File: src/sv/assert_macros.svh
// Assertion macros used by the tiler RTL; expects clk and rst in scope.
`ifndef ASSERT_MACROS_SVH
`define ASSERT_MACROS_SVH

// Same-cycle implication.
`define VCT_ASSERT_IMP(lbl, ante, cons) \
  lbl: assert property (@(posedge clk) disable iff (rst) (ante) |-> (cons)) \
    else $error("same-cycle check failed");

// Next-cycle implication.
`define VCT_ASSERT_NXT(lbl, ante, cons) \
  lbl: assert property (@(posedge clk) disable iff (rst) (ante) |=> (cons)) \
    else $error("next-cycle check failed");

`endif

File: src/sv/vct_pkg.sv
// Constants and types shared by the volume chunk tiler files.
package vct_pkg;

  localparam int COORD_BITS_DEF = 16;

  localparam int CFG_INDEX_BITS = 3;
  localparam int CFG_DATA_BITS  = 31;

  localparam int MODE_BITS   = 2;
  localparam int GHOST_BITS  = 8;
  localparam int SIDE_BITS   = 15;
  localparam int BUDGET_BITS = 31;
  localparam int TUPLE_BITS  = 7;

  typedef enum logic [CFG_INDEX_BITS-1:0] {
    REG_CHUNK_MODE  = 3'd0,
    REG_GHOST_X     = 3'd1,
    REG_GHOST_Y     = 3'd2,
    REG_GHOST_Z     = 3'd3,
    REG_VOLUME_SIDE = 3'd4,
    REG_PLANE_SIDE  = 3'd5,
    REG_MEM_BUDGET  = 3'd6,
    REG_TUPLE_BYTES = 3'd7
  } cfg_reg_t;

  localparam logic [MODE_BITS-1:0] MODE_FULL = 2'd0;
  localparam logic [MODE_BITS-1:0] MODE_XY   = 2'd1;
  localparam logic [MODE_BITS-1:0] MODE_YZ   = 2'd2;
  localparam logic [MODE_BITS-1:0] MODE_XZ   = 2'd3;

  localparam logic CMD_BEGIN = 1'b0;
  localparam logic CMD_NEXT  = 1'b1;

  localparam logic [1:0] AXIS_X = 2'd0;
  localparam logic [1:0] AXIS_Y = 2'd1;
  localparam logic [1:0] AXIS_Z = 2'd2;

  localparam logic [SIDE_BITS-1:0]   VOLUME_SIDE_RST = 15'd16;
  localparam logic [SIDE_BITS-1:0]   PLANE_SIDE_RST  = 15'd64;
  localparam logic [BUDGET_BITS-1:0] MEM_BUDGET_RST  = 31'd134217728;
  localparam logic [TUPLE_BITS-1:0]  TUPLE_BYTES_RST = 7'd1;

endpackage

File: src/sv/vct_if.sv
// Command and chunk channel interfaces of the volume chunk tiler.
interface vct_cmd_if #(
  parameter int COORD_BITS = vct_pkg::COORD_BITS_DEF
);
  logic valid;
  logic ready;
  logic cmd;
  logic signed [COORD_BITS-1:0] x_lo;
  logic signed [COORD_BITS-1:0] x_hi;
  logic signed [COORD_BITS-1:0] y_lo;
  logic signed [COORD_BITS-1:0] y_hi;
  logic signed [COORD_BITS-1:0] z_lo;
  logic signed [COORD_BITS-1:0] z_hi;

  modport source (output valid, cmd, x_lo, x_hi, y_lo, y_hi, z_lo, z_hi, input ready);
  modport sink (input valid, cmd, x_lo, x_hi, y_lo, y_hi, z_lo, z_hi, output ready);
endinterface

interface vct_chunk_if #(
  parameter int COORD_BITS = vct_pkg::COORD_BITS_DEF
);
  logic valid;
  logic ready;
  logic signed [COORD_BITS:0] out_x_lo;
  logic signed [COORD_BITS:0] out_x_hi;
  logic signed [COORD_BITS:0] out_y_lo;
  logic signed [COORD_BITS:0] out_y_hi;
  logic signed [COORD_BITS:0] out_z_lo;
  logic signed [COORD_BITS:0] out_z_hi;
  logic signed [COORD_BITS:0] in_x_lo;
  logic signed [COORD_BITS:0] in_x_hi;
  logic signed [COORD_BITS:0] in_y_lo;
  logic signed [COORD_BITS:0] in_y_hi;
  logic signed [COORD_BITS:0] in_z_lo;
  logic signed [COORD_BITS:0] in_z_hi;

  modport source (output valid, out_x_lo, out_x_hi, out_y_lo, out_y_hi, out_z_lo, out_z_hi,
                  in_x_lo, in_x_hi, in_y_lo, in_y_hi, in_z_lo, in_z_hi, input ready);
  modport sink (input valid, out_x_lo, out_x_hi, out_y_lo, out_y_hi, out_z_lo, out_z_hi,
                in_x_lo, in_x_hi, in_y_lo, in_y_hi, in_z_lo, in_z_hi, output ready);
endinterface

File: src/sv/volume_chunk_tiler.sv
// Volume chunk tiler: walks a 3D extent chunk by chunk under a memory budget.
//
// cmds carries begin (latch extent, size the chunk) and next (advance) commands;
// chunks returns one result per command: the chunk's output extent and its
// ghost-padded input extent. With no chunk current every lo is 0, every hi -1.
// Configuration is written through cfg_we/cfg_index/cfg_data; the user must
// write it only while idle, as the block does not enforce this. One command
// is worked at a time; cmds.ready is high only when idle. A next steps the
// innermost cursor; an axis that wraps goes back to zero and carries outward.
// A begin with a zero budget skips sizing; otherwise the chunk is sized on one
// shared add/subtract unit: a shift-add product over the three steps and the
// tuple size (one multiplier bit per cycle) and, while over budget, up to three
// shrink rounds in walk order, of up to two restoring divisions each.
// The result sits in an output register; a stalled receiver holds it while
// the next command is taken and worked, and that result waits for the slot.
// Reset (synchronous) restores the register defaults and leaves no walk active.
`include "assert_macros.svh"

module volume_chunk_tiler #(
  parameter int COORD_BITS = vct_pkg::COORD_BITS_DEF
) (
  input  logic                                clk,
  input  logic                                rst,
  input  logic                                cfg_we,
  input  logic [vct_pkg::CFG_INDEX_BITS-1:0]  cfg_index,
  input  logic [vct_pkg::CFG_DATA_BITS-1:0]   cfg_data,
  vct_cmd_if.sink                             cmds,
  vct_chunk_if.source                         chunks
);

  localparam int SW  = COORD_BITS + 1;                      // size, step, cursor
  localparam int PW  = 3 * SW + vct_pkg::TUPLE_BITS;        // chunk bytes
  localparam int AW  = PW + 1;                              // shared unit width
  localparam int CW  = $clog2(AW);
  localparam int EW  = COORD_BITS + 4;                      // emit arithmetic
  localparam int MW  = (SW > vct_pkg::SIDE_BITS) ? SW : vct_pkg::SIDE_BITS;
  localparam int CLW = vct_pkg::SIDE_BITS + 2;

  localparam logic signed [EW-1:0] ONE_E = EW'(1);
  localparam logic signed [EW-1:0] TOP_E = EW'((64'sd1 <<< COORD_BITS) - 64'sd1);

  localparam logic [1:0] MPH_S01   = 2'd0;
  localparam logic [1:0] MPH_S2    = 2'd1;
  localparam logic [1:0] MPH_TUPLE = 2'd2;

  typedef enum logic [9:0] {
    S_IDLE  = 10'b0000000001,
    S_CLAMP = 10'b0000000010,
    S_MSET  = 10'b0000000100,
    S_MUL   = 10'b0000001000,
    S_TEST  = 10'b0000010000,
    S_DIVR  = 10'b0000100000,
    S_RTEST = 10'b0001000000,
    S_DIVS  = 10'b0010000000,
    S_NEXT  = 10'b0100000000,
    S_EMIT  = 10'b1000000000
  } state_t;

  state_t state;

  // configuration
  logic [vct_pkg::MODE_BITS-1:0]   chunk_mode;
  logic [vct_pkg::GHOST_BITS-1:0]  ghost [3];
  logic [vct_pkg::SIDE_BITS-1:0]   max_volume_side;
  logic [vct_pkg::SIDE_BITS-1:0]   max_plane_side;
  logic [vct_pkg::BUDGET_BITS-1:0] mem_budget_bytes;
  logic [vct_pkg::TUPLE_BITS-1:0]  tuple_bytes;

  // walk state
  logic signed [COORD_BITS-1:0] ext_lo [3];
  logic signed [COORD_BITS-1:0] ext_hi [3];
  logic [SW-1:0] axis_size [3];
  logic [SW-1:0] step [3];
  logic [SW-1:0] cursor [3];
  logic [1:0]    walk [3];
  logic          active;

  // sequencer and shared unit
  logic [1:0]    k;
  logic [1:0]    mph;
  logic [1:0]    lvl;
  logic [CW-1:0] cnt;
  logic [AW-1:0] acc;
  logic [AW-1:0] mc;
  logic [AW-1:0] mp;

  // result register
  logic                 ov;
  logic signed [SW-1:0] res_lo [3];
  logic signed [SW-1:0] res_hi [3];
  logic signed [SW-1:0] res_ilo [3];
  logic signed [SW-1:0] res_ihi [3];

  logic cmd_fire;
  assign cmds.ready = (state == S_IDLE);
  assign cmd_fire   = cmds.valid && cmds.ready;

  // ---- begin decode
  logic signed [COORD_BITS-1:0] in_lo [3];
  logic signed [COORD_BITS-1:0] in_hi [3];
  logic signed [SW-1:0]         in_dif [3];
  logic [SW-1:0]                in_size [3];
  logic                         begin_ok;
  logic [1:0]                   mode_walk [3];
  logic                         mode_flat;
  logic [1:0]                   flat_ax;

  assign in_lo[0] = cmds.x_lo;
  assign in_hi[0] = cmds.x_hi;
  assign in_lo[1] = cmds.y_lo;
  assign in_hi[1] = cmds.y_hi;
  assign in_lo[2] = cmds.z_lo;
  assign in_hi[2] = cmds.z_hi;

  always_comb begin
    begin_ok = 1'b1;
    for (int a = 0; a < 3; a++) begin
      in_dif[a]  = SW'(in_hi[a]) - SW'(in_lo[a]);
      in_size[a] = $unsigned(in_dif[a]) + SW'(1);
      if (in_hi[a] < in_lo[a]) begin
        begin_ok = 1'b0;
      end
    end
  end

  always_comb begin
    mode_flat = 1'b1;
    case (chunk_mode)
      vct_pkg::MODE_XY: begin
        mode_walk[0] = vct_pkg::AXIS_Z;
        mode_walk[1] = vct_pkg::AXIS_Y;
        mode_walk[2] = vct_pkg::AXIS_X;
        flat_ax      = vct_pkg::AXIS_Z;
      end
      vct_pkg::MODE_YZ: begin
        mode_walk[0] = vct_pkg::AXIS_X;
        mode_walk[1] = vct_pkg::AXIS_Z;
        mode_walk[2] = vct_pkg::AXIS_Y;
        flat_ax      = vct_pkg::AXIS_X;
      end
      vct_pkg::MODE_XZ: begin
        mode_walk[0] = vct_pkg::AXIS_Y;
        mode_walk[1] = vct_pkg::AXIS_Z;
        mode_walk[2] = vct_pkg::AXIS_X;
        flat_ax      = vct_pkg::AXIS_Y;
      end
      default: begin
        mode_walk[0] = vct_pkg::AXIS_Z;
        mode_walk[1] = vct_pkg::AXIS_Y;
        mode_walk[2] = vct_pkg::AXIS_X;
        flat_ax      = vct_pkg::AXIS_X;
        mode_flat    = 1'b0;
      end
    endcase
  end

  // ---- side limit clamp
  logic [vct_pkg::SIDE_BITS-1:0] lim;
  logic signed [CLW-1:0]         clamp_s [3];
  logic                          clamp_over [3];
  logic [SW-1:0]                 clamp_v [3];

  always_comb begin
    lim = (chunk_mode != vct_pkg::MODE_FULL && ghost[walk[0]] == '0) ?
          max_plane_side : max_volume_side;
    for (int a = 0; a < 3; a++) begin
      clamp_over[a] = MW'(step[a]) > MW'(lim);
      clamp_s[a]    = signed'(CLW'(lim)) - signed'(CLW'({ghost[a], 1'b0}));
      clamp_v[a]    = (clamp_s[a] <= 0) ? SW'(1) : SW'(clamp_s[a]);
    end
  end

  // ---- axis under work: shrink round k, or cursor level lvl
  logic [1:0] widx;
  logic [1:0] sel_ax;

  always_comb begin
    widx = (state == S_NEXT) ? lvl : k;
    case (widx)
      2'd0:    sel_ax = walk[0];
      2'd1:    sel_ax = walk[1];
      default: sel_ax = walk[2];
    endcase
  end

  // ---- shared add/subtract unit
  logic [AW-1:0] alu_a;
  logic [AW-1:0] alu_b;
  logic          alu_sub;
  logic [AW:0]   alu_sum;
  logic          alu_ge;
  logic [AW-1:0] div_q_next;
  logic [AW-1:0] div_r_next;

  always_comb begin
    alu_a   = '0;
    alu_b   = '0;
    alu_sub = 1'b0;
    case (state)
      S_MUL: begin
        alu_a = acc;
        alu_b = mc;
      end
      S_DIVR, S_DIVS: begin
        alu_a   = {acc[AW-2:0], mp[AW-1]};
        alu_b   = mc;
        alu_sub = 1'b1;
      end
      S_TEST: begin
        alu_a   = AW'(mem_budget_bytes);
        alu_b   = acc;
        alu_sub = 1'b1;
      end
      S_RTEST: begin
        alu_a   = AW'(step[sel_ax]);
        alu_b   = mp;
        alu_sub = 1'b1;
      end
      default: begin
        alu_a = '0;
      end
    endcase
    alu_sum    = {1'b0, alu_a} + {1'b0, (alu_sub ? ~alu_b : alu_b)} + (AW+1)'(alu_sub);
    alu_ge     = alu_sum[AW];                 // a >= b on subtract
    div_q_next = {mp[AW-2:0], alu_ge};
    div_r_next = alu_ge ? alu_sum[AW-1:0] : alu_a;
  end

  // ---- cursor advance
  logic [SW:0] cur_sum;
  logic        wrap;

  assign cur_sum = {1'b0, cursor[sel_ax]} + {1'b0, step[sel_ax]};
  assign wrap    = cur_sum >= {1'b0, axis_size[sel_ax]};

  // ---- result extents
  logic signed [EW-1:0] e_lo [3];
  logic signed [EW-1:0] e_hi [3];
  logic signed [EW-1:0] e_ilo [3];
  logic signed [EW-1:0] e_ihi [3];
  logic signed [EW-1:0] e_g [3];
  logic signed [EW-1:0] e_xlo [3];
  logic signed [EW-1:0] e_xhi [3];

  always_comb begin
    for (int a = 0; a < 3; a++) begin
      e_xlo[a] = EW'(ext_lo[a]);
      e_xhi[a] = EW'(ext_hi[a]);
      e_g[a]   = signed'(EW'(ghost[a]));
      e_lo[a]  = e_xlo[a] + signed'(EW'(cursor[a]));
      e_hi[a]  = e_lo[a] + signed'(EW'(step[a])) - ONE_E;
      e_ilo[a] = e_lo[a] - e_g[a];
      e_ihi[a] = e_hi[a] + e_g[a];
      if (e_ilo[a] < e_xlo[a]) begin
        e_ilo[a] = e_xlo[a];
      end
      if (e_ihi[a] > e_xhi[a]) begin
        e_ihi[a] = e_xhi[a];
      end
      if (e_hi[a] > TOP_E) begin
        e_hi[a] = TOP_E;
      end
    end
  end

  // ---- sequencer
  always_ff @(posedge clk) begin
    if (rst) begin
      state            <= S_IDLE;
      ov               <= 1'b0;
      active           <= 1'b0;
      chunk_mode       <= vct_pkg::MODE_FULL;
      max_volume_side  <= vct_pkg::VOLUME_SIDE_RST;
      max_plane_side   <= vct_pkg::PLANE_SIDE_RST;
      mem_budget_bytes <= vct_pkg::MEM_BUDGET_RST;
      tuple_bytes      <= vct_pkg::TUPLE_BYTES_RST;
      k                <= '0;
      mph              <= MPH_S01;
      lvl              <= '0;
      cnt              <= '0;
      for (int a = 0; a < 3; a++) begin
        ghost[a]     <= '0;
        ext_lo[a]    <= '0;
        ext_hi[a]    <= '1;
        axis_size[a] <= '0;
        step[a]      <= '0;
        cursor[a]    <= '0;
        walk[a]      <= 2'(a);
      end
    end else begin
      if (cfg_we) begin
        case (cfg_index)
          vct_pkg::REG_CHUNK_MODE:  chunk_mode <= cfg_data[vct_pkg::MODE_BITS-1:0];
          vct_pkg::REG_GHOST_X:     ghost[0] <= cfg_data[vct_pkg::GHOST_BITS-1:0];
          vct_pkg::REG_GHOST_Y:     ghost[1] <= cfg_data[vct_pkg::GHOST_BITS-1:0];
          vct_pkg::REG_GHOST_Z:     ghost[2] <= cfg_data[vct_pkg::GHOST_BITS-1:0];
          vct_pkg::REG_VOLUME_SIDE: max_volume_side <= cfg_data[vct_pkg::SIDE_BITS-1:0];
          vct_pkg::REG_PLANE_SIDE:  max_plane_side <= cfg_data[vct_pkg::SIDE_BITS-1:0];
          vct_pkg::REG_MEM_BUDGET:  mem_budget_bytes <= cfg_data[vct_pkg::BUDGET_BITS-1:0];
          vct_pkg::REG_TUPLE_BYTES: tuple_bytes <= cfg_data[vct_pkg::TUPLE_BITS-1:0];
          default: ;
        endcase
      end

      if (ov && chunks.ready) begin
        ov <= 1'b0;
      end

      case (state)
        S_IDLE: begin
          if (cmd_fire) begin
            if (cmds.cmd == vct_pkg::CMD_NEXT) begin
              lvl   <= 2'd2;
              state <= active ? S_NEXT : S_EMIT;
            end else if (!begin_ok) begin
              active <= 1'b0;
              state  <= S_EMIT;
            end else begin
              for (int a = 0; a < 3; a++) begin
                ext_lo[a]    <= in_lo[a];
                ext_hi[a]    <= in_hi[a];
                axis_size[a] <= in_size[a];
                cursor[a]    <= '0;
                walk[a]      <= mode_walk[a];
                step[a]      <= (mode_flat && flat_ax == 2'(a)) ? SW'(1) : in_size[a];
              end
              active <= 1'b1;
              state  <= S_CLAMP;
            end
          end
        end

        S_CLAMP: begin
          for (int a = 0; a < 3; a++) begin
            if (clamp_over[a]) begin
              step[a] <= clamp_v[a];
            end
          end
          k     <= '0;
          state <= (mem_budget_bytes == '0) ? S_EMIT : S_MSET;
        end

        S_MSET: begin
          acc   <= '0;
          mc    <= AW'(step[0]);
          mp    <= AW'(step[1]);
          mph   <= MPH_S01;
          state <= S_MUL;
        end

        // shift-add product; a phase ends when the multiplier runs out of bits
        S_MUL: begin
          if (mp == '0) begin
            case (mph)
              MPH_S01: begin
                mc  <= acc;
                acc <= '0;
                mp  <= AW'(step[2]);
                mph <= MPH_S2;
              end
              MPH_S2: begin
                mc  <= acc;
                acc <= '0;
                mp  <= AW'(tuple_bytes);
                mph <= MPH_TUPLE;
              end
              default: begin
                state <= S_TEST;
              end
            endcase
          end else begin
            if (mp[0]) begin
              acc <= alu_sum[AW-1:0];
            end
            mc <= mc << 1;
            mp <= mp >> 1;
          end
        end

        // acc holds chunk bytes; !alu_ge means over budget
        S_TEST: begin
          if (k == 2'd3 || alu_ge) begin
            state <= S_EMIT;
          end else if (step[sel_ax] > SW'(1)) begin
            mp    <= acc;
            acc   <= '0;
            mc    <= AW'(mem_budget_bytes);
            cnt   <= '0;
            state <= S_DIVR;
          end else begin
            k <= k + 2'd1;
          end
        end

        S_DIVR: begin
          acc <= div_r_next;
          mp  <= div_q_next;
          cnt <= cnt + CW'(1);
          if (cnt == CW'(AW - 1)) begin
            state <= S_RTEST;
          end
        end

        // mp holds the size-to-budget ratio
        S_RTEST: begin
          if (!alu_ge) begin
            step[sel_ax] <= SW'(1);
            k            <= k + 2'd1;
            state        <= S_MSET;
          end else begin
            mc    <= mp;
            mp    <= AW'(step[sel_ax]);
            acc   <= '0;
            cnt   <= '0;
            state <= S_DIVS;
          end
        end

        S_DIVS: begin
          acc <= div_r_next;
          mp  <= div_q_next;
          cnt <= cnt + CW'(1);
          if (cnt == CW'(AW - 1)) begin
            step[sel_ax] <= div_q_next[SW-1:0];
            k            <= k + 2'd1;
            state        <= S_MSET;
          end
        end

        // innermost axis first; outermost overflow ends the walk
        S_NEXT: begin
          if (lvl == 2'd0) begin
            cursor[sel_ax] <= cur_sum[SW-1:0];
            if (wrap) begin
              active <= 1'b0;
            end
            state <= S_EMIT;
          end else if (wrap) begin
            cursor[sel_ax] <= '0;
            lvl            <= lvl - 2'd1;
          end else begin
            cursor[sel_ax] <= cur_sum[SW-1:0];
            state          <= S_EMIT;
          end
        end

        S_EMIT: begin
          if (!ov || chunks.ready) begin
            ov <= 1'b1;
            for (int a = 0; a < 3; a++) begin
              if (active) begin
                res_lo[a]  <= e_lo[a][SW-1:0];
                res_hi[a]  <= e_hi[a][SW-1:0];
                res_ilo[a] <= e_ilo[a][SW-1:0];
                res_ihi[a] <= e_ihi[a][SW-1:0];
              end else begin
                res_lo[a]  <= '0;
                res_hi[a]  <= '1;
                res_ilo[a] <= '0;
                res_ihi[a] <= '1;
              end
            end
            state <= S_IDLE;
          end
        end

        default: begin
          state <= S_IDLE;
        end
      endcase
    end
  end

  assign chunks.valid    = ov;
  assign chunks.out_x_lo = res_lo[0];
  assign chunks.out_x_hi = res_hi[0];
  assign chunks.out_y_lo = res_lo[1];
  assign chunks.out_y_hi = res_hi[1];
  assign chunks.out_z_lo = res_lo[2];
  assign chunks.out_z_hi = res_hi[2];
  assign chunks.in_x_lo  = res_ilo[0];
  assign chunks.in_x_hi  = res_ihi[0];
  assign chunks.in_y_lo  = res_ilo[1];
  assign chunks.in_y_hi  = res_ihi[1];
  assign chunks.in_z_lo  = res_ilo[2];
  assign chunks.in_z_hi  = res_ihi[2];

  `VCT_ASSERT_NXT(a_next_idle_emits, cmd_fire && cmds.cmd == vct_pkg::CMD_NEXT && !active, state == S_EMIT)
  `VCT_ASSERT_IMP(a_walk_in_range, state == S_IDLE && active, cursor[0] < axis_size[0] && cursor[1] < axis_size[1] && cursor[2] < axis_size[2] && step[0] != '0 && step[1] != '0 && step[2] != '0)
  `VCT_ASSERT_IMP(a_result_from_emit, $rose(chunks.valid), $past(state == S_EMIT))
  `VCT_ASSERT_IMP(a_divisor_nonzero, state == S_DIVR || state == S_DIVS, mc != '0)

endmodule

File: src/flat_wrapper.sv
// flat-port wrapper written by rule: the top's interface ports become plain ports
module volume_chunk_tiler_flat 
#(
  parameter int COORD_BITS = vct_pkg::COORD_BITS_DEF
)
  (clk, rst, cfg_we, cfg_index, cfg_data, cmds_valid, cmds_cmd, cmds_x_lo, cmds_x_hi, cmds_y_lo, cmds_y_hi, cmds_z_lo, cmds_z_hi, cmds_ready, chunks_valid, chunks_out_x_lo, chunks_out_x_hi, chunks_out_y_lo, chunks_out_y_hi, chunks_out_z_lo, chunks_out_z_hi, chunks_in_x_lo, chunks_in_x_hi, chunks_in_y_lo, chunks_in_y_hi, chunks_in_z_lo, chunks_in_z_hi, chunks_ready);
  vct_cmd_if #(.COORD_BITS(COORD_BITS)) cmds_i ();
  vct_chunk_if #(.COORD_BITS(COORD_BITS)) chunks_i ();
  input  logic clk;
  input  logic rst;
  input  logic cfg_we;
  input  logic [vct_pkg::CFG_INDEX_BITS-1:0] cfg_index;
  input  logic [vct_pkg::CFG_DATA_BITS-1:0] cfg_data;
  input wire logic [$bits(cmds_i.valid)-1:0] cmds_valid;
  input wire logic [$bits(cmds_i.cmd)-1:0] cmds_cmd;
  input wire logic [$bits(cmds_i.x_lo)-1:0] cmds_x_lo;
  input wire logic [$bits(cmds_i.x_hi)-1:0] cmds_x_hi;
  input wire logic [$bits(cmds_i.y_lo)-1:0] cmds_y_lo;
  input wire logic [$bits(cmds_i.y_hi)-1:0] cmds_y_hi;
  input wire logic [$bits(cmds_i.z_lo)-1:0] cmds_z_lo;
  input wire logic [$bits(cmds_i.z_hi)-1:0] cmds_z_hi;
  output wire logic [$bits(cmds_i.ready)-1:0] cmds_ready;
  output wire logic [$bits(chunks_i.valid)-1:0] chunks_valid;
  output wire logic [$bits(chunks_i.out_x_lo)-1:0] chunks_out_x_lo;
  output wire logic [$bits(chunks_i.out_x_hi)-1:0] chunks_out_x_hi;
  output wire logic [$bits(chunks_i.out_y_lo)-1:0] chunks_out_y_lo;
  output wire logic [$bits(chunks_i.out_y_hi)-1:0] chunks_out_y_hi;
  output wire logic [$bits(chunks_i.out_z_lo)-1:0] chunks_out_z_lo;
  output wire logic [$bits(chunks_i.out_z_hi)-1:0] chunks_out_z_hi;
  output wire logic [$bits(chunks_i.in_x_lo)-1:0] chunks_in_x_lo;
  output wire logic [$bits(chunks_i.in_x_hi)-1:0] chunks_in_x_hi;
  output wire logic [$bits(chunks_i.in_y_lo)-1:0] chunks_in_y_lo;
  output wire logic [$bits(chunks_i.in_y_hi)-1:0] chunks_in_y_hi;
  output wire logic [$bits(chunks_i.in_z_lo)-1:0] chunks_in_z_lo;
  output wire logic [$bits(chunks_i.in_z_hi)-1:0] chunks_in_z_hi;
  input wire logic [$bits(chunks_i.ready)-1:0] chunks_ready;
  assign cmds_i.valid = cmds_valid;
  assign cmds_i.cmd = cmds_cmd;
  assign cmds_i.x_lo = cmds_x_lo;
  assign cmds_i.x_hi = cmds_x_hi;
  assign cmds_i.y_lo = cmds_y_lo;
  assign cmds_i.y_hi = cmds_y_hi;
  assign cmds_i.z_lo = cmds_z_lo;
  assign cmds_i.z_hi = cmds_z_hi;
  assign cmds_ready = cmds_i.ready;
  assign chunks_valid = chunks_i.valid;
  assign chunks_out_x_lo = chunks_i.out_x_lo;
  assign chunks_out_x_hi = chunks_i.out_x_hi;
  assign chunks_out_y_lo = chunks_i.out_y_lo;
  assign chunks_out_y_hi = chunks_i.out_y_hi;
  assign chunks_out_z_lo = chunks_i.out_z_lo;
  assign chunks_out_z_hi = chunks_i.out_z_hi;
  assign chunks_in_x_lo = chunks_i.in_x_lo;
  assign chunks_in_x_hi = chunks_i.in_x_hi;
  assign chunks_in_y_lo = chunks_i.in_y_lo;
  assign chunks_in_y_hi = chunks_i.in_y_hi;
  assign chunks_in_z_lo = chunks_i.in_z_lo;
  assign chunks_in_z_hi = chunks_i.in_z_hi;
  assign chunks_i.ready = chunks_ready;
  volume_chunk_tiler #(.COORD_BITS(COORD_BITS)) u_core (.clk(clk), .rst(rst), .cfg_we(cfg_we), .cfg_index(cfg_index), .cfg_data(cfg_data), .cmds(cmds_i), .chunks(chunks_i));
endmodule
File: config.mk
export PLATFORM = sky130hd
export DESIGN_NAME = volume_chunk_tiler_flat
export DESIGN_NICKNAME = d
export VERILOG_FILES = /design/src/sv/vct_pkg.sv /design/src/sv/vct_if.sv /design/src/sv/volume_chunk_tiler.sv /design/src/flat_wrapper.sv
export VERILOG_INCLUDE_DIRS = /design/src /design/src/sv
export SDC_FILE = /design/constraint.sdc
export NUM_CORES = 2
export LEC_CHECK = 0
export ABC_CLOCK_PERIOD_IN_PS = 12700
export BUFFER_PORTS_ARGS = -buffer_cell sky130_fd_sc_hd__buf_4
export CAP_MARGIN = 10
export CELL_PAD_IN_SITES_DETAIL_PLACEMENT = 1
export CELL_PAD_IN_SITES_GLOBAL_PLACEMENT = 2
export CORE_ASPECT_RATIO = 1.5
export CORE_MARGIN = 3
export CORE_UTILIZATION = 40
export DETAILED_ROUTE_END_ITERATION = 7
export PLACE_DENSITY = 0.93
export SETUP_SLACK_MARGIN = 0.1
export SLEW_MARGIN = 20
export SYNTH_ARGS = -nofsm -noshare
export SYNTH_HDL_FRONTEND = slang
export SYNTH_SLANG_ARGS = --single-unit
File: constraint.sdc
create_clock -name clk -period 12.7 [get_ports clk]
set_clock_uncertainty 0.2 [all_clocks]
set_input_delay 0.635 -clock clk [delete_from_list [all_inputs] [get_ports clk]]
set_output_delay 0.635 -clock clk [all_outputs]
set_load 0.02 [all_outputs]
==> results.md <==
* Total power density per cell area at 151.7 nW/µm²
* Clock-pin slew on the worst setup and hold paths at 0.07 ns
* Max-cap violations at 0
* Post-synthesis average cell area at 9.148 µm²
* Site row count at 171
* Minimum period implied by the final worst setup slack at 9.975 ns
* Placed wire-length estimate after detailed placement at 188800 µm
* Sequential cell area fraction in the yosys report at 37.79%
* Number of enable-type register cells in the synthesized netlist at 626
* Sink Count at 788
* Class of the tightest hold or removal check: in -> reg
* Status: complete, but fails checks
* Via count of the first global-routing pass at 54520
* Largest cells by area after synthesis: sky130_fd_sc_hd__edfxtp_1 (32%), sky130_fd_sc_hd__ha_1 (12%), sky130_fd_sc_hd__dfxtp_1 (5.6%)
* Residual antenna-violating net count after detailed routing at 0
* Setup repair after global routing missed its margin: no
* P_int at 6.082 mW
* TritonCTS clock tree: built
* Share of post-route cells with drive strength above 1 at 10.24%
* Maximum number of pins on one net before global-route repair at 181
* Count of pins over their slew limit at 0
* Max clock buf depth at 3
* Total routing resource utilization after global routing at 31.62%
* Die area at 150500 µm²
* Worst setup path category: reg -> reg
* Grt total ovfl at 0
* Die width at 317.8 µm
* Area fraction of the dominant cell type after synthesis at 32.23%
* Worst Max-Slew Pin Slew at 1.259 ns
* Final nets at 7422
* Core box area at 144800 µm²
* Area Overhead vs Synth at 14.27%
* Number of design-rule violations left by the first detailed-router iteration at 4418
* Post-synthesis cell type with the largest combined area: sky130_fd_sc_hd__edfxtp_1
* Type of destination of the critical path: flop
* Final count of hold timing violations at 0
* Crit-path max FO at 60
* Critical Path AT at 10.13 ns
* Ratio of final minimum period to clock period at 78.54%
* Switching portion of total power at 39.83%
* First-pass GRT wire length at 357700 µm
* Top Ports at 342
* Router iterations before antenna repair at 8
* Origin of the critical flop-to-flop path: u_core.state[4]
* Cell Area, Synth at 58330 µm²
* Clock Power Share at 26.6%
* Violated checks: DRC
* Latest clock arrival within the worst-skew pair at 0.75 ns
* Routed vias at 52470
* Final routed wire length divided by cell count at 28.26 µm
* Yosys warnings at 0
* Number of register bits inferred by synthesis at 788
* Max Clock Freq at 100.3 MHz
* Leakage component of the power at 28.17 nW
* Async SR Flop Fraction at 0%
* Number of buffers inserted to repair setup after CTS at 0
* Fin area at 66650 µm²
* Primary FF master, synth: sky130_fd_sc_hd__edfxtp_1
* CTS H-Tree Depth at 3
* Worst endpoint required time at 12.85 ns
* Headroom to the max-slew limit at 15.77%
* Detailed-route vias per instance at 6.060
* Number of buffers created by CTS at 84
* Crit path launch: u_core.state[4]
* Clock tree root buffer cell: sky130_fd_sc_hd__clkbuf_16
* Post-place instance area at 63160 µm²
* Initial antenna violation count at 9
* Share of total power in combinational logic at 41.4%
* Post-Synthesis Cells at 6376
* IR drop worst, VDD at 127.3 µV
* Starting density of the core at 40.27%
* Port Buf Inserts at 341
* Net Sw Power at 4.027 mW
* Vertical extent of the die at 473.7 µm
* Cell variety after synth at 101
* Final routed DRC violation total at 3
* Worst hold start: cmds_y_hi[0]
* Number of nets produced by synthesis at 7119
* Element type at the critical path start: flop
* Total wirelength of the detailed-routed design at 244700 µm
* Final setup vio count at 0
* Aggregate negative setup slack at 0 ns
* Share of power burned in registers at 32.0%
* Last weighted congestion value of the routability-driven placer at 1.001
* Filler Cell Count at 16710
## placed cells by master (no fill, tap or decap), types with 184 or more instances in the layout
cell and count:
sky130_fd_sc_hd__nand2_1 689, sky130_fd_sc_hd__edfxtp_1 626, sky130_fd_sc_hd__inv_1 568, sky130_fd_sc_hd__a21oi_1 455
sky130_fd_sc_hd__ha_1 566, sky130_fd_sc_hd__mux2i_1 184, sky130_fd_sc_hd__nor2_1 533, sky130_fd_sc_hd__buf_4 435
sky130_fd_sc_hd__xnor2_1 220, sky130_fd_sc_hd__o21ai_0 284
## power by group through the flow
stage | sequential, mW | clock, mW | combinational, mW
global route | 3.24 | 2.80 | 4.59
global placement | 3.28 | 0 | 3.94
finish | 3.24 | 2.69 | 4.19
detailed placement | 3.28 | 0 | 4.10
floorplan | 3.27 | 0 | 2.68
CTS | 3.23 | 2.71 | 4.16
## what timing repair did
item                      in CTS  in global routing
hold buffers                  57                  0
hold endpoints to repair      76                  0
resized for setup              0                  0
## sequential cells by signal, indices dropped and copies added (netlist names), 59 cells and up
register and flops:
u_core.mc 59, u_core.mp 59, u_core.step 68, u_core.acc 59, u_core.cursor 68
## synthesized netlist by cell type, types with 92 or more instances
| cell type | instances |
|---|---|
| sky130_fd_sc_hd__nand2_1 | 689 |
| sky130_fd_sc_hd__edfxtp_1 | 626 |
| sky130_fd_sc_hd__inv_1 | 570 |
| sky130_fd_sc_hd__ha_1 | 566 |
| sky130_fd_sc_hd__nor2_1 | 538 |
| sky130_fd_sc_hd__a21oi_1 | 457 |
| sky130_fd_sc_hd__o21ai_0 | 288 |
| sky130_fd_sc_hd__clkbuf_1 | 225 |
| sky130_fd_sc_hd__xnor2_1 | 220 |
| sky130_fd_sc_hd__mux2i_1 | 191 |
| sky130_fd_sc_hd__dfxtp_1 | 162 |
| sky130_fd_sc_hd__a21o_1 | 118 |
| sky130_fd_sc_hd__xor2_1 | 115 |
| sky130_fd_sc_hd__nor2b_1 | 100 |
| sky130_fd_sc_hd__a222oi_1 | 92 |
## per-layer routing
layer | GRT usage (%) | up-vias | wire [µm]
met3 | 5.735 | 681 | 16770
met5 | 0 | - | 68
met4 | 25.00 | 10 | 23110
met2 | 52.89 | 2004 | 114800
li1 | - | 23670 | -
met1 | 35.51 | 26100 | 89940
## logic make-up after synthesis
family	Yosys count	share of synthesized area (%)
and+or+nand+nor	1941	15.49
AOI/OAI and AO/OA	1650	19.01
buffers and inverters	851	5.565
DFF	788	37.79
adders and majority gates	607	13.55
xor gates and xnor gates	336	5.069
muxes	203	3.533
## stage by stage
step                      power [mW]  hold slack (ns)  utilization, %  setup WS (ns)  instances
after floorplan                5.958           0.2338               -          1.613       6376
after global placement         7.216           0.2311           43.60          3.019       8439
after detailed placement       7.377           0.2392           43.61          2.812       8439
after CTS                      10.10        0.0002877           46.00          2.673       8654
after global routing           10.64          0.03623           46.01          2.220       8655
final                          10.11          0.04195           46.01          2.725       8658
## path summary, 6_finish.rpt
| check | end | slack [ns] | depth (start not counted) |
|---|---|---|---|
| worst min-delay path | u_core.ext_hi[0][16] | 0.04 | 3 |
| worst min register to register | u_core.res_lo[2][3] | 0.24 | 2 |
| worst max-delay path | u_core.acc[51] | 2.73 | 23 |
| worst max register to register | u_core.acc[51] | 2.73 | 23 |
## layout make-up
type                    instances  area (µm²)  area share (%)
inverters                     572        2158           3.238
well taps                    1903        2381           3.572
flip-flops and latches        788       22040           33.07
diodes                          4       10.01         0.01502
clock buffers                 100        2193           3.291
repair buffers                496        3916           5.876
multi-input cells            4737       33250           49.89
clock inverters                58       701.9           1.053
## critical path, cell delays in order, from the launching register on
cell and delay (ns):
sky130_fd_sc_hd__dfxtp_1 0.41, sky130_fd_sc_hd__or4_4 0.64, sky130_fd_sc_hd__nor4_2 0.35, sky130_fd_sc_hd__mux2i_1 0.75, sky130_fd_sc_hd__mux2i_4 0.99, sky130_fd_sc_hd__buf_12 0.32
sky130_fd_sc_hd__mux2i_1 0.57, sky130_fd_sc_hd__nand2_1 0.27, sky130_fd_sc_hd__nand3_1 0.16, sky130_fd_sc_hd__ha_1 0.25, sky130_fd_sc_hd__a21oi_1 0.10, sky130_fd_sc_hd__o21ai_0 0.40
sky130_fd_sc_hd__a21oi_1 0.16, sky130_fd_sc_hd__o21ai_0 0.23, sky130_fd_sc_hd__a21o_1 0.19, sky130_fd_sc_hd__o211ai_1 0.12, sky130_fd_sc_hd__a2111o_1 0.47, sky130_fd_sc_hd__o21ai_4 0.23
sky130_fd_sc_hd__or2_2 0.20, sky130_fd_sc_hd__o21ai_1 0.12, sky130_fd_sc_hd__a2111oi_4 0.28, sky130_fd_sc_hd__buf_4 0.74, sky130_fd_sc_hd__o21a_2 0.77, sky130_fd_sc_hd__buf_4 0.56
(Power assumes the default switching activity.)
